--- src/sv/buddy_tree_allocator_assert.svh ---
// Assertion macros for the buddy tree allocator. Both expect clk and rst in scope.
`ifndef BUDDY_TREE_ALLOCATOR_ASSERT_SVH
`define BUDDY_TREE_ALLOCATOR_ASSERT_SVH

`ifndef SYNTH
`define BTA_ASSERT_IMP(lbl, ante, cons) \
  lbl: assert property (@(posedge clk) disable iff (rst) (ante) |-> (cons)) \
    else $error("buddy tree allocator: check failed in the same cycle");
`define BTA_ASSERT_NXT(lbl, ante, cons) \
  lbl: assert property (@(posedge clk) disable iff (rst) (ante) |=> (cons)) \
    else $error("buddy tree allocator: check failed one cycle later");
`else
`define BTA_ASSERT_IMP(lbl, ante, cons)
`define BTA_ASSERT_NXT(lbl, ante, cons)
`endif

`endif

--- src/sv/bta_pkg.sv ---
`default_nettype none

package bta_pkg;

  localparam int LOG2_PAGES_DEF = 10;

  localparam logic ACT_ALLOC = 1'b0;
  localparam logic ACT_FREE  = 1'b1;

  typedef enum logic [1:0] {
    ST_OK        = 2'd0,
    ST_NO_FIT    = 2'd1,
    ST_NOT_ALLOC = 2'd2
  } status_t;

  typedef enum logic [2:0] {
    S_CLR,
    S_IDLE,
    S_DESC,
    S_CLIMB,
    S_UP,
    S_FIN
  } state_t;

  typedef struct packed {
    logic clearing;
    logic busy;
  } walk_stat_t;

endpackage

`default_nettype wire

--- src/sv/bta_walk.sv ---
`default_nettype none

module bta_walk #(
  parameter int LOG2_PAGES = bta_pkg::LOG2_PAGES_DEF
) (
  input  wire logic                   clk,
  input  wire logic                   rst,
  input  wire logic                   in_valid,
  output logic                        in_ready,
  input  wire logic                   in_action,
  input  wire logic [LOG2_PAGES:0]    in_size,
  input  wire logic [LOG2_PAGES-1:0]  in_page,
  output logic                        out_valid,
  input  wire logic                   out_ready,
  output bta_pkg::status_t            out_status,
  output logic      [LOG2_PAGES-1:0]  out_offset,
  output logic      [LOG2_PAGES:0]    out_size,
  output logic      [LOG2_PAGES:0]    out_largest,
  output logic                        mem_we,
  output logic      [LOG2_PAGES:0]    mem_waddr,
  output logic      [LOG2_PAGES:0]    mem_wdata,
  output logic      [LOG2_PAGES:0]    mem_raddr_a,
  output logic      [LOG2_PAGES:0]    mem_raddr_b,
  input  wire logic [LOG2_PAGES:0]    mem_rdata_a,
  input  wire logic [LOG2_PAGES:0]    mem_rdata_b,
  output bta_pkg::walk_stat_t         stat
);

  import bta_pkg::*;

  localparam int L = LOG2_PAGES;
  localparam logic [L:0] ROOT   = {{L{1'b0}}, 1'b1};
  localparam logic [L:0] NODE_L = ROOT << 1;
  localparam logic [L:0] NODE_R = NODE_L | ROOT;
  localparam logic [L:0] POOL   = {1'b1, {L{1'b0}}};

  state_t state, state_next;

  logic [L:0]   idx, idx_next;
  logic [L:0]   size, size_next;
  logic [L:0]   cur, cur_next;
  logic [L:0]   req, req_next;
  logic [L-1:0] page, page_next;
  logic         op, op_next;
  status_t      res_st, res_st_next;
  logic [L-1:0] res_off, res_off_next;
  logic [L:0]   res_size, res_size_next;
  logic [L:0]   root_val, root_val_next;
  logic [L:0]   clr_idx, clr_idx_next;
  logic [L:0]   clr_size, clr_size_next;
  logic         out_valid_next;

  logic         in_fire, load;
  logic [L:0]   req_eff;
  logic         lfit, rfit, go_down, desc_stop;
  logic [L:0]   child, csize, tgt, tgt_size;
  logic         found, at_root;
  logic [L:0]   par, psize, upmax, upval;
  logic [L+1:0] pair_sum;

  assign in_fire   = in_valid && (state == S_IDLE);
  assign load      = (state == S_FIN) && (!out_valid || out_ready);
  assign req_eff   = (in_size == '0) ? ROOT : in_size;

  assign lfit      = mem_rdata_a >= req;
  assign rfit      = mem_rdata_b >= req;
  assign go_down   = lfit || rfit;
  assign child     = {idx[L-1:0], !lfit};
  assign csize     = {1'b0, size[L:1]};
  assign desc_stop = !go_down || child[L];
  assign tgt       = go_down ? child : idx;
  assign tgt_size  = go_down ? csize : size;

  assign found     = (mem_rdata_a == '0);
  assign at_root   = (idx == ROOT);

  assign par       = {1'b0, idx[L:1]};
  assign psize     = {size[L-1:0], 1'b0};
  assign upmax     = (cur > mem_rdata_a) ? cur : mem_rdata_a;
  assign pair_sum  = {1'b0, cur} + {1'b0, mem_rdata_a};
  assign upval     = ((op == ACT_FREE) && (pair_sum == {1'b0, psize})) ? psize : upmax;

  always_comb begin
    state_next = state;
    unique case (state)
      S_CLR: begin
        if (&clr_idx) state_next = S_IDLE;
      end
      S_IDLE: begin
        if (in_fire) begin
          if (in_action == ACT_FREE) begin
            state_next = S_CLIMB;
          end else if (req_eff > root_val) begin
            state_next = S_FIN;
          end else begin
            state_next = S_DESC;
          end
        end
      end
      S_DESC: begin
        if (desc_stop) state_next = (tgt == ROOT) ? S_FIN : S_UP;
      end
      S_CLIMB: begin
        if (at_root) begin
          state_next = S_FIN;
        end else if (found) begin
          state_next = S_UP;
        end
      end
      S_UP: begin
        if (par == ROOT) state_next = S_FIN;
      end
      S_FIN: begin
        if (load) state_next = S_IDLE;
      end
      default: state_next = S_CLR;
    endcase
  end

  always_comb begin
    idx_next       = idx;
    size_next      = size;
    cur_next       = cur;
    req_next       = req;
    page_next      = page;
    op_next        = op;
    res_st_next    = res_st;
    res_off_next   = res_off;
    res_size_next  = res_size;
    root_val_next  = root_val;
    clr_idx_next   = clr_idx;
    clr_size_next  = clr_size;
    mem_we         = 1'b0;
    mem_waddr      = clr_idx;
    mem_wdata      = clr_size;
    mem_raddr_a    = idx;
    mem_raddr_b    = idx;
    unique case (state)
      S_CLR: begin
        mem_we       = 1'b1;
        clr_idx_next = clr_idx + ROOT;
        // A new tree level starts where the next node index is a power of two.
        if ((clr_idx & (clr_idx + ROOT)) == '0) clr_size_next = {1'b0, clr_size[L:1]};
      end
      S_IDLE: begin
        if (in_fire) begin
          op_next      = in_action;
          req_next     = req_eff;
          page_next    = in_page;
          res_st_next  = ST_OK;
          res_off_next = '0;
          if (in_action == ACT_FREE) begin
            idx_next    = {1'b1, in_page};
            size_next   = ROOT;
            mem_raddr_a = {1'b1, in_page};
          end else if (req_eff > root_val) begin
            res_st_next   = ST_NO_FIT;
            res_size_next = '0;
          end else begin
            idx_next    = ROOT;
            size_next   = POOL;
            mem_raddr_a = NODE_L;
            mem_raddr_b = NODE_R;
          end
        end
      end
      S_DESC: begin
        if (desc_stop) begin
          mem_we        = 1'b1;
          mem_waddr     = tgt;
          mem_wdata     = '0;
          idx_next      = tgt;
          size_next     = tgt_size;
          cur_next      = '0;
          res_size_next = tgt_size;
          if (go_down && !lfit) res_off_next = res_off | csize[L-1:0];
          if (tgt == ROOT) root_val_next = '0;
          mem_raddr_a   = {tgt[L:1], ~tgt[0]};
        end else begin
          idx_next    = child;
          size_next   = csize;
          if (!lfit) res_off_next = res_off | csize[L-1:0];
          mem_raddr_a = {child[L-1:0], 1'b0};
          mem_raddr_b = {child[L-1:0], 1'b1};
        end
      end
      S_CLIMB: begin
        if (found) begin
          mem_we        = 1'b1;
          mem_waddr     = idx;
          mem_wdata     = size;
          cur_next      = size;
          res_size_next = size;
          res_off_next  = page & ~(size[L-1:0] - ROOT[L-1:0]);
          if (at_root) root_val_next = size;
          mem_raddr_a   = {idx[L:1], ~idx[0]};
        end else if (at_root) begin
          res_st_next   = ST_NOT_ALLOC;
          res_size_next = '0;
        end else begin
          idx_next    = par;
          size_next   = psize;
          mem_raddr_a = par;
        end
      end
      S_UP: begin
        mem_we      = 1'b1;
        mem_waddr   = par;
        mem_wdata   = upval;
        cur_next    = upval;
        idx_next    = par;
        size_next   = psize;
        if (par == ROOT) root_val_next = upval;
        mem_raddr_a = {par[L:1], ~par[0]};
      end
      S_FIN: begin
      end
      default: begin
      end
    endcase
  end

  assign out_valid_next = load ? 1'b1 : (out_ready ? 1'b0 : out_valid);

  always_ff @(posedge clk) begin
    if (rst) begin
      state     <= S_CLR;
      clr_idx   <= ROOT;
      clr_size  <= POOL;
      root_val  <= POOL;
      out_valid <= 1'b0;
    end else begin
      state     <= state_next;
      clr_idx   <= clr_idx_next;
      clr_size  <= clr_size_next;
      root_val  <= root_val_next;
      out_valid <= out_valid_next;
    end
  end

  always_ff @(posedge clk) begin
    idx      <= idx_next;
    size     <= size_next;
    cur      <= cur_next;
    req      <= req_next;
    page     <= page_next;
    op       <= op_next;
    res_st   <= res_st_next;
    res_off  <= res_off_next;
    res_size <= res_size_next;
    if (load) begin
      out_status  <= res_st;
      out_offset  <= res_off;
      out_size    <= res_size;
      out_largest <= root_val;
    end
  end

  assign in_ready      = (state == S_IDLE);
  assign stat.clearing = (state == S_CLR);
  assign stat.busy     = (state != S_CLR) && (state != S_IDLE);

endmodule

`default_nettype wire

--- config.mk ---
export PLATFORM = sky130hd
export DESIGN_NAME = bta_walk
export DESIGN_NICKNAME = d
export VERILOG_FILES = /design/src/sv/buddy_tree_allocator_assert.svh /design/src/sv/bta_pkg.sv /design/src/sv/bta_walk.sv
export SDC_FILE = /design/constraint.sdc
export NUM_CORES = 1
export LEC_CHECK = 0
export ABC_AREA = 1
export BUFFER_PORTS_ARGS = -buffer_cell sky130_fd_sc_hd__buf_2
export CORE_UTILIZATION = 50
export DETAILED_ROUTE_END_ITERATION = 12
export HOLD_SLACK_MARGIN = 0.03
export PLACE_DENSITY = 0.76
export SKIP_CTS_REPAIR_TIMING = 1
export SLEW_MARGIN = 20
export SYNTH_ARGS = -nofsm -noshare
export SYNTH_HDL_FRONTEND = slang
export SYNTH_SLANG_ARGS = --single-unit
--- constraint.sdc ---
create_clock -name clk -period 5.4 [get_ports clk]
set_input_delay 0.27 -clock clk [delete_from_list [all_inputs] [get_ports clk]]
set_output_delay 0.27 -clock clk [all_outputs]
set_load 0.01 [all_outputs]
# == Word-level counts from Yosys, hierarchy flattened ==
# Cells that the tools add are included.
# word_totals
ff_bits,149
in_bits,48
# classes
n_lt_le_gt_ge,4
reduce_logical,33
mux,80
addsub,3
bitwise,7
n_eq_ne,26
# op_table
operator,count
11-bit two-way mux,43
11-bit one-hot mux with 3 select lines,5
11-bit one-hot mux with 4 select lines,3
10-bit two-way mux,5
11-bit zero test,3
10-bit one-hot mux with 3 select lines,1
3-bit two-way mux,9
"11-bit by 1-bit == test with 1-bit output, second input constant",2
11-bit greater-or-equal comparator,2
11-bit greater-than comparator,2
11-bit one-hot mux with 2 select lines,1
"2-bit inequality test, second input constant",9
3-bit one-hot mux with 6 select lines,1
6-bit AND reduction,3
11-bit by 11-bit adder with 12-bit output,1
12-bit by 11-bit == test with 1-bit output,1
"3-bit inequality test, second input constant",4
"11-bit by 1-bit adder with 11-bit output, second input constant",1
11-bit bitwise AND,1
11-bit AND reduction,1
10-bit bitwise AND,1
"10-bit by 1-bit == test with 1-bit output, second input constant",1
10-bit inverter,1
10-bit bitwise OR,1
other kinds (23),51

# == Longest topological paths before layout ==
# Gate-level depths: netlist (run 1).
# logic_depth
word_depth,7
depth_mapped,22

# == Worst setup path after synthesis (run 1) ==
# OpenSTA, ideal clock, no wires.
# synth_path
path_kind,register to register
from,register state[0]
to,register out_largest[0] (enable)
path_stages_with_launch,3
t_required_ns,4.886
synth_period_minus_slack_ns,4.355
path_slack_ns,1.045
arrival_ns,3.841
path_cell_list,dfxtp_1 inv_1 nor4_1
# synth_via
elab_chain_cells,2
# synth_rtl
item,line_no,rtl
from (decl),bta_walk.sv:37,"state_t state, state_next;"
from (signal assigned),bta_walk.sv:233,state <= state_next;
3-bit == test,bta_walk.sv:62,assign load = (state == S_FIN) && (!out_valid || out_ready);
1-bit logical AND,bta_walk.sv:62,
net load,bta_walk.sv:53,"logic in_fire, load;"
to (signal assigned),bta_walk.sv:255,out_largest <= root_val;
to (decl),bta_walk.sv:18,"output logic [LOG2_PAGES:0] out_largest,"
# The timed path passes the listed nets, and every way through them passes these cells.
# A chain may end at the register's enable or synchronous reset.

# == Final worst setup path (run 1) ==
# layout_path
from,register req[0]
to,output port mem_waddr[0]
# layout_via
elab_chain_cells,6
word_cells_on_any_way,9
# layout_rtl
item,line_no,rtl
from (decl),bta_walk.sv:42,"logic [L:0] req, req_next;"
from (signal assigned),bta_walk.sv:245,req <= req_next;
11-bit greater-or-equal comparator (on tied branches),"bta_walk.sv:65, bta_walk.sv:66",
1-bit logical OR,bta_walk.sv:67,assign go_down = lfit || rfit;
1-bit zero test,bta_walk.sv:70,assign desc_stop = !go_down || child[L];
1-bit logical OR,bta_walk.sv:70,
11-bit two-way mux *,bta_walk.sv:168,if (desc_stop) begin
11-bit one-hot mux with 3 select lines *,bta_walk.sv:138,unique case (state)
to (decl),bta_walk.sv:20,"output logic [LOG2_PAGES:0] mem_waddr,"
# Mark *: on every way between the ends. The rest lies on a longest branch, timed or not.

==> results of run 1 <==
==> final timing paths <==
| kind | from | slack [ps] | to |
|---|---|---|---|
| max | req[0]$_DFFE_PP_ | 1180 | mem_waddr[0] |
| min | in_page[4] | 50 | page[4]$_DFFE_PP_ |
| max reg2reg | req[0]$_DFFE_PP_ | 1600 | cur[1]$_DFFE_PP_ |
| min reg2reg | res_size[6]$_DFFE_PP_ | 420 | out_size[6]$_DFFE_PP_ |
==> metrics by stage <==
stage	total power (W)	hold slack [ps]	setup WS [ps]	area, sq um	util
floorplan	0.002057	339.1	1045	10140	-
finish	0.003541	45.23	1175	11480	0.5843
detailed placement	0.002393	405.4	1659	10920	0.5554
CTS	0.003536	45.74	1233	11480	0.5841
global route	0.003703	49.19	787.6	11480	0.5843
global placement	0.002385	407.3	1735	10920	0.5554
==> cells by family after synthesis <==
group                    after synthesis
AO/OA/AOI/OAI                        274
XOR/XNOR                               7
adder cells (fa/ha/maj)               68
buffers and inverters                230
flip-flops                           149
AND/OR/NAND/NOR                      573
==> where the power goes <==
part / switching [W] / total (W) / internal, W
clock: 0.000538 / 0.00115 / 0.000611
sequential: 0.000127 / 0.00146 / 0.00133
combinational: 0.000626 / 0.000930 / 0.000305
==> synth_stat cells (all sizes together) <==
| cell type | instances | share of area |
|---|---|---|
| nor2 | 117 | 0.047 |
| edfxtp | 112 | 0.33 |
| xnor2 | 2 | 0.0017 |
| nor3 | 14 | 0.0080 |
| o21ai | 125 | 0.064 |
| nand4 | 13 | 0.0095 |
| clkinv | 5 | 0.0019 |
| a211o | 1 | 0.00086 |
| o21a | 1 | 0.00074 |
| buf | 20 | 0.013 |
| a21o | 1 | 0.00074 |
| nor4 | 4 | 0.0039 |
| xor2 | 5 | 0.0043 |
| o41ai | 1 | 0.00086 |
| nand2 | 316 | 0.12 |
| o31ai | 1 | 0.00074 |
| o221ai | 13 | 0.011 |
| fa | 1 | 0.0020 |
| or2 | 1 | 0.00062 |
| o21bai | 2 | 0.0015 |
| clkbuf | 40 | 0.015 |
| ha | 67 | 0.083 |
| a41oi | 1 | 0.00086 |
| a21oi | 59 | 0.032 |
| o211ai | 23 | 0.017 |
| o22ai | 8 | 0.0049 |
| o2111ai | 18 | 0.016 |
| a31oi | 8 | 0.0049 |
| or4 | 3 | 0.0022 |
| inv | 165 | 0.061 |
| a22oi | 12 | 0.0089 |
| nor4b | 1 | 0.00086 |
| nand3 | 102 | 0.054 |
| nand3b | 1 | 0.00074 |
| and3 | 1 | 0.00062 |
| dfxtp | 37 | 0.073 |
==> layer usage <==
metal | up-vias | GRT usage | wire (um)
li1 | 4634 | - | -
met1 | 4578 | 0.4223 | 13330
met2 | 589 | 0.5139 | 15080
met3 | 117 | 0.05000 | 3059
met4 | 0 | 0.1729 | 1775
met5 | - | 0 | 0
==> layout make-up <==
| cell class | instances | area, sq um |
|---|---|---|
| repair buffers | 138 | 710.7 |
| flip-flops and latches | 149 | 4104 |
| fillers | 1802 | 8170 |
| inverters | 170 | 638.1 |
| well taps | 265 | 331.6 |
| clock buffers | 18 | 429.2 |
| clock inverters | 14 | 135.1 |
| multi-input cells | 922 | 5135 |
==> flip-flops by register name, summed over array words and instances (netlist names) <==
name,cells
state,3
clr_size,11
size,11
page,10
res_size,11
out_offset,10
out_valid,1
out_largest,11
idx,11
out_status,2
op,1
cur,11
root_val,11
res_off,10
out_size,11
clr_idx,11
res_st,2
req,11
==> flow_summary.toml, run 1 <==
[synth]
ys_ff_latch = 149
avgSynthCellArea_sq_um = 7.793
synth_top_family_by_area = "simple AND/OR/NAND/NOR gates"
seq_area_frac_synth = 0.4048
yosys_warnings = 0
netlist_instances = 1301
synthXorXnorAreaFrac = 0.006047
synthDistinctLibCells = 52
synth-compound-area-share = 0.1652
synth-simple-area-share = 0.2488
synthAdderAreaFrac = 0.08466
synth_mux_area_frac = 0
syn-num-nets = 1417
synth_area_sq_um = 10140

[placed_design]
place_congestion = 1.025
dpl.cell_count = 1644
dp_hpwl_mm = 25.24
numPortBuffers = 130

[outcome]
status = "finished clean"

[final_layout]
area_growth_pct = 13.27
layout.cells.non_filler = 1676
final_common_cell = "nand2_1"
drive_gt1_frac = 0.1595
final_cell_mix = "nand2_1 (306), inv_1 (156), buf_2 (130)"
antenna_cells = 0
layout.nets = 1514

[clocking]
htree_num_levels = 4
clk_pin_slew_ps = 70
cts_made_buffers = 17
insertion_delay_ps = 440
clockBufferDepth = 2
cts_tree = "built"
clockRootBuffer = "clkbuf_16"
cts_sinks = 149

[timing]
fmax_ghz = 0.2367
setup_violations = 0
clock_skew_ps = 13.50
finalCriticalPeriod_ps = 4225
tns_ps = 0
tightest_slew_ps = 983.0
hold_viol_final = 0
max-slew-margin-rel = 0.3422
rsz0062_at_grt = "no"
layout_worst_path_cycle_share = 0.7824
slew_violations = 0

[power_and_ir_drop]
power_density_nw_per_um2 = 308.3
p_leak_nw = 5.233
ir_worst_vdd_mv = 0.2549

[global_routing]
globalRouteTotalUtil = 0.3229
grt_max_degree = 44
grt_pass1_vias = 8898
overflow = 0
grt_antenna_before_repair = 0
grt_pass1_wl_mm = 49.59

[die]
dieArea_sq_um = 20850
start_util = 0.5159
pin_count = 131
coreArea_sq_um = 19650
die-width_um = 144.4
die_y_um = 144.4
rows = 51

[worst_setup_path]
crit_required_ps = 5130
cp_max_fo = 33
crit_family = "simple AND/OR/NAND/NOR gates"
path_class = "reg2out"
crit_cells = 18
path_cells = "ha_1 -> inv_1 -> nand2_1 -> nand2_1 -> nand2_1 -> nand2_1 -> nand2_1 -> a21oi_4 -> nand2_4 -> nand2_2 -> inv_2 -> nand2_2 -> nand2_1 -> inv_1 -> nand2_1 -> nand2_1 -> o2111ai_1 -> buf_2"
end_kind = "output port"
path_buf_inv = 4
critPathSlowestCell = "edfxtp_1"
start_kind = "flip-flop"
critPathMaxStageDelay_ps = 430
r2r_cells = 16
arrival_ps = 3950
critPathMostFrequentCell = "nand2_1"

[worst_hold_path]
hold_class = "in2reg"
hold_path_depth = 1

[route]
via_per_inst = 5.918
wl_mm = 33.24
drtPass1Iterations = 6
vias = 9918
drt-initial-drc-count = 1065
antenna_left = 0
drc = 0
wl_per_cell_um = 19.84

[flow_run]
cap_violations = 0
Power figures use the tool's default switching activity.
==> run 2, diff against run 1 <==
--- a/config.mk
+++ b/config.mk
@@ -5,12 +5,12 @@
 export SDC_FILE = /design/constraint.sdc
 export NUM_CORES = 1
 export LEC_CHECK = 0
-export ABC_AREA = 1
+export ABC_AREA = 0
 export BUFFER_PORTS_ARGS = -buffer_cell sky130_fd_sc_hd__buf_2
 export CORE_UTILIZATION = 50
 export DETAILED_ROUTE_END_ITERATION = 12
 export HOLD_SLACK_MARGIN = 0.03
-export PLACE_DENSITY = 0.76
+export PLACE_DENSITY = 0.78
 export SKIP_CTS_REPAIR_TIMING = 1
 export SLEW_MARGIN = 20
 export SYNTH_ARGS = -nofsm -noshare
==> constraint.sdc (replaced) <==
create_clock -name clk -period 3.78 [get_ports clk]
set_input_delay 0.189 -clock clk [delete_from_list [all_inputs] [get_ports clk]]
set_output_delay 0.189 -clock clk [all_outputs]
set_load 0.01 [all_outputs]
==> run 2 against run 1 <==
Compared with the run above:
- the run now ends with setup timing left
- final cell count shrank 11%
- clock power rose by 55%
- synthesized area fell by 2.9%
- sequential share of layout area fell by 1.7 points
- sequential cell count unchanged
- largest cell class unchanged
- largest power group is now combinational logic
==> flow_summary.toml, run 2 <==
[worst_setup_path]
crit_cells = 14
crit_required_ps = 3590
ff2ff_setup_slack_ps = -10
start_kind = "flip-flop"
path_class = "reg2out"
path_buf_inv = 3
arrival_ps = 3900
end_kind = "output port"
critPathMaxStageDelay_ps = 530
crit_family = "simple AND/OR/NAND/NOR gates"
path_cells = "ha_2 -> inv_2 -> fa_1 -> xor2_1 -> nand4b_1 -> a221o_1 -> nor4_4 -> o211a_1 -> or4b_4 -> buf_6 -> or3_4 -> nand3_2 -> nand2_1 -> buf_2"
r2r_cells = 16
cp_max_fo = 5
critPathSlowestCell = "fa_1"

[timing]
hold_viol_final = 0
slew_violations = 0
rsz0062_at_grt = "yes"
tightest_slew_ps = 944.0
finalCriticalPeriod_ps = 4087
layout_worst_path_cycle_share = 1.081
worst_slack_ps = -307.2
setup_violations = 11
fmax_ghz = 0.2447
clock_skew_ps = 12.50
max-slew-margin-rel = 0.3707

[synth]
synthAdderAreaFrac = 0.08721
synth_area_leader_cell = "edfxtp_1"
synth_mux_area_frac = 0.03992
synthDominantCellAreaShare = 0.3417
synth_flop_cell = "edfxtp_1"
synth-simple-area-share = 0.1578
avgSynthCellArea_sq_um = 9.215
synthMostInstantiatedCell = "edfxtp_1"
ys_async_sr_fraction = 0
synth-compound-area-share = 0.2220
yosys-top-cells-count = "edfxtp_1 (112), nor2_1 (96), nand2_1 (92)"
synth_edf_count = 112
synth_area_sq_um = 9842
yosys_warnings = 0
synthTopCellsByArea = "edfxtp_1 (34%), ha_1 (8.5%), dfxtp_1 (7.5%), mux2i_1 (3.8%), nor2_1 (3.7%)"
synthXorXnorAreaFrac = 0.01780
ys_ff_latch = 149
netlist_instances = 1068
seq_area_frac_synth = 0.4170
synth_top_family_by_area = "compound AO/OA/AOI/OAI gates"
synthDistinctLibCells = 81
syn-num-nets = 1184

[route]
via_per_inst = 6.352
vias = 9521
drt-initial-drc-count = 1451
antenna_left = 0
drc = 0
wl_per_cell_um = 20.83
wl_mm = 31.22
drtPass1Iterations = 6

[final_layout]
layout.nets = 1342
final_cell_mix = "buf_2 (128), edfxtp_1 (112), nor2_1 (96)"
layout.cells.non_filler = 1499
antenna_cells = 0
area_growth_pct = 22.45
utilization = 0.6337
final_common_cell = "buf_2"
fillers = 1529
drive_gt1_frac = 0.2333

[die]
pin_count = 131
die-width_um = 142.3
dieArea_sq_um = 20250
coreArea_sq_um = 19020
die_y_um = 142.3
rows = 50
start_util = 0.5175

[flow_run]
cap_violations = 0

[clocking]
cts_made_buffers = 17
cts_sinks = 149
clockRootBuffer = "clkbuf_16"
htree_num_levels = 4
cts_tree = "built"
clockBufferDepth = 2
insertion_delay_ps = 440
clk_pin_slew_ps = 70

[global_routing]
grt_pass1_vias = 8430
overflow = 0
grt_max_degree = 39
grt_antenna_before_repair = 0
globalRouteTotalUtil = 0.2973
grt_pass1_wl_mm = 45.91

[power_and_ir_drop]
power_density_nw_per_um2 = 624.8
ir_worst_vdd_mv = 0.4850
p_leak_nw = 5.057

[outcome]
status = "finished, violations left"
violations = "setup timing"

[worst_hold_path]
hold_path_depth = 3
hold_class = "in2reg"

[placed_design]
dpl.cell_count = 1432
dp_hpwl_mm = 21.85
numPortBuffers = 130
place_congestion = 1.014
==> run 2: changes by cell type after synthesis, moves of 15 or more <==
cell | previous run | this run
nand2_1 | 306 | 92
a21oi_1 | 53 | 71
inv_1 | 156 | 61
o2111ai_1 | 18 | 3
nand3_1 | 95 | 23
mux2i_1 | 0 | 37
o21ai_0 | 113 | 59
a211oi_1 | 0 | 18
nand2b_1 | 0 | 18
clkbuf_1 | 40 | 72
==> run 2: layout make-up <==
class                           instances  area (sq um)  share of cell area
Inverter                               64         240.2             0.01993
Sequential cell                       149          4104              0.3405
Tap cell                              260         325.3             0.02699
Clock inverter                         15         191.4             0.01588
Clock buffer                           17         425.4             0.03530
Multi-Input combinational cell        771          5330              0.4423
Timing Repair Buffer                  223          1435              0.1191
==> run 2: worst paths after layout <==
kind / start / endpoint
setup / recovery: cur[0]$_DFFE_PP_ / mem_wdata[8]
hold / removal: in_size[0] / req[0]$_DFFE_PP_
setup reg to reg: cur[0]$_DFFE_PP_ / root_val[2]$_SDFFE_PP0P_
hold reg to reg: res_size[0]$_DFFE_PP_ / out_size[0]$_DFFE_PP_
==> run 2: power by group <==
part           switching (W)  internal [W]  total (W)
Clock               0.000724       0.00106    0.00178
Combinational        0.00205       0.00129    0.00334
Sequential          0.000307       0.00211    0.00241
Total                0.00308       0.00445    0.00753
==> run 2: cells by family after synthesis <==
group           Yosys count
simple gates            324
fa+ha+maj                68
mux                      39
flops                   149
xor+xnor                 20
compound gates          320
buf+inv                 148
==> run 2: layer usage <==
layer / routed length, um / share of wire / GRT usage / up-vias
met5: 0 / 0 / 0 / -
li1: - / - / - / 4257
met3: 3560 / 0.11 / 0.05888 / 121
met4: 1343 / 0.043 / 0.1115 / 0
met2: 14260 / 0.46 / 0.4832 / 688
met1: 12050 / 0.39 / 0.3914 / 4455
==> run 2: stage by stage <==
stage,hold slack [ps],total power [W],area [sq um],setup slack (ps),setup TNS [ps]
after detailed placement,404.5,0.005540,10950,135.3,0
after global placement,403.2,0.005499,10950,148.7,0
after global routing,73.30,0.007868,12050,-398.2,-3930
after floorplan,287.9,0.004435,9842,443.2,0
final,74.73,0.007530,12050,-307.2,-2560
after CTS,-46.71,0.007336,11570,-373.8,-4459
==> run 2: worst reg2reg max path: stages, from the launching register on <==
cell      delay, ps
edfxtp_1        360
ha_2            190
inv_2            40
fa_1            530
xor2_1          160
nand4b_1        130
a221o_1         330
nor4_4          190
o211a_1         190
or4b_4          500
buf_2           210
o21ai_2         160
nand3_2         110
buf_4           150
buf_4           130
buf_4           130
a311oi_2        180
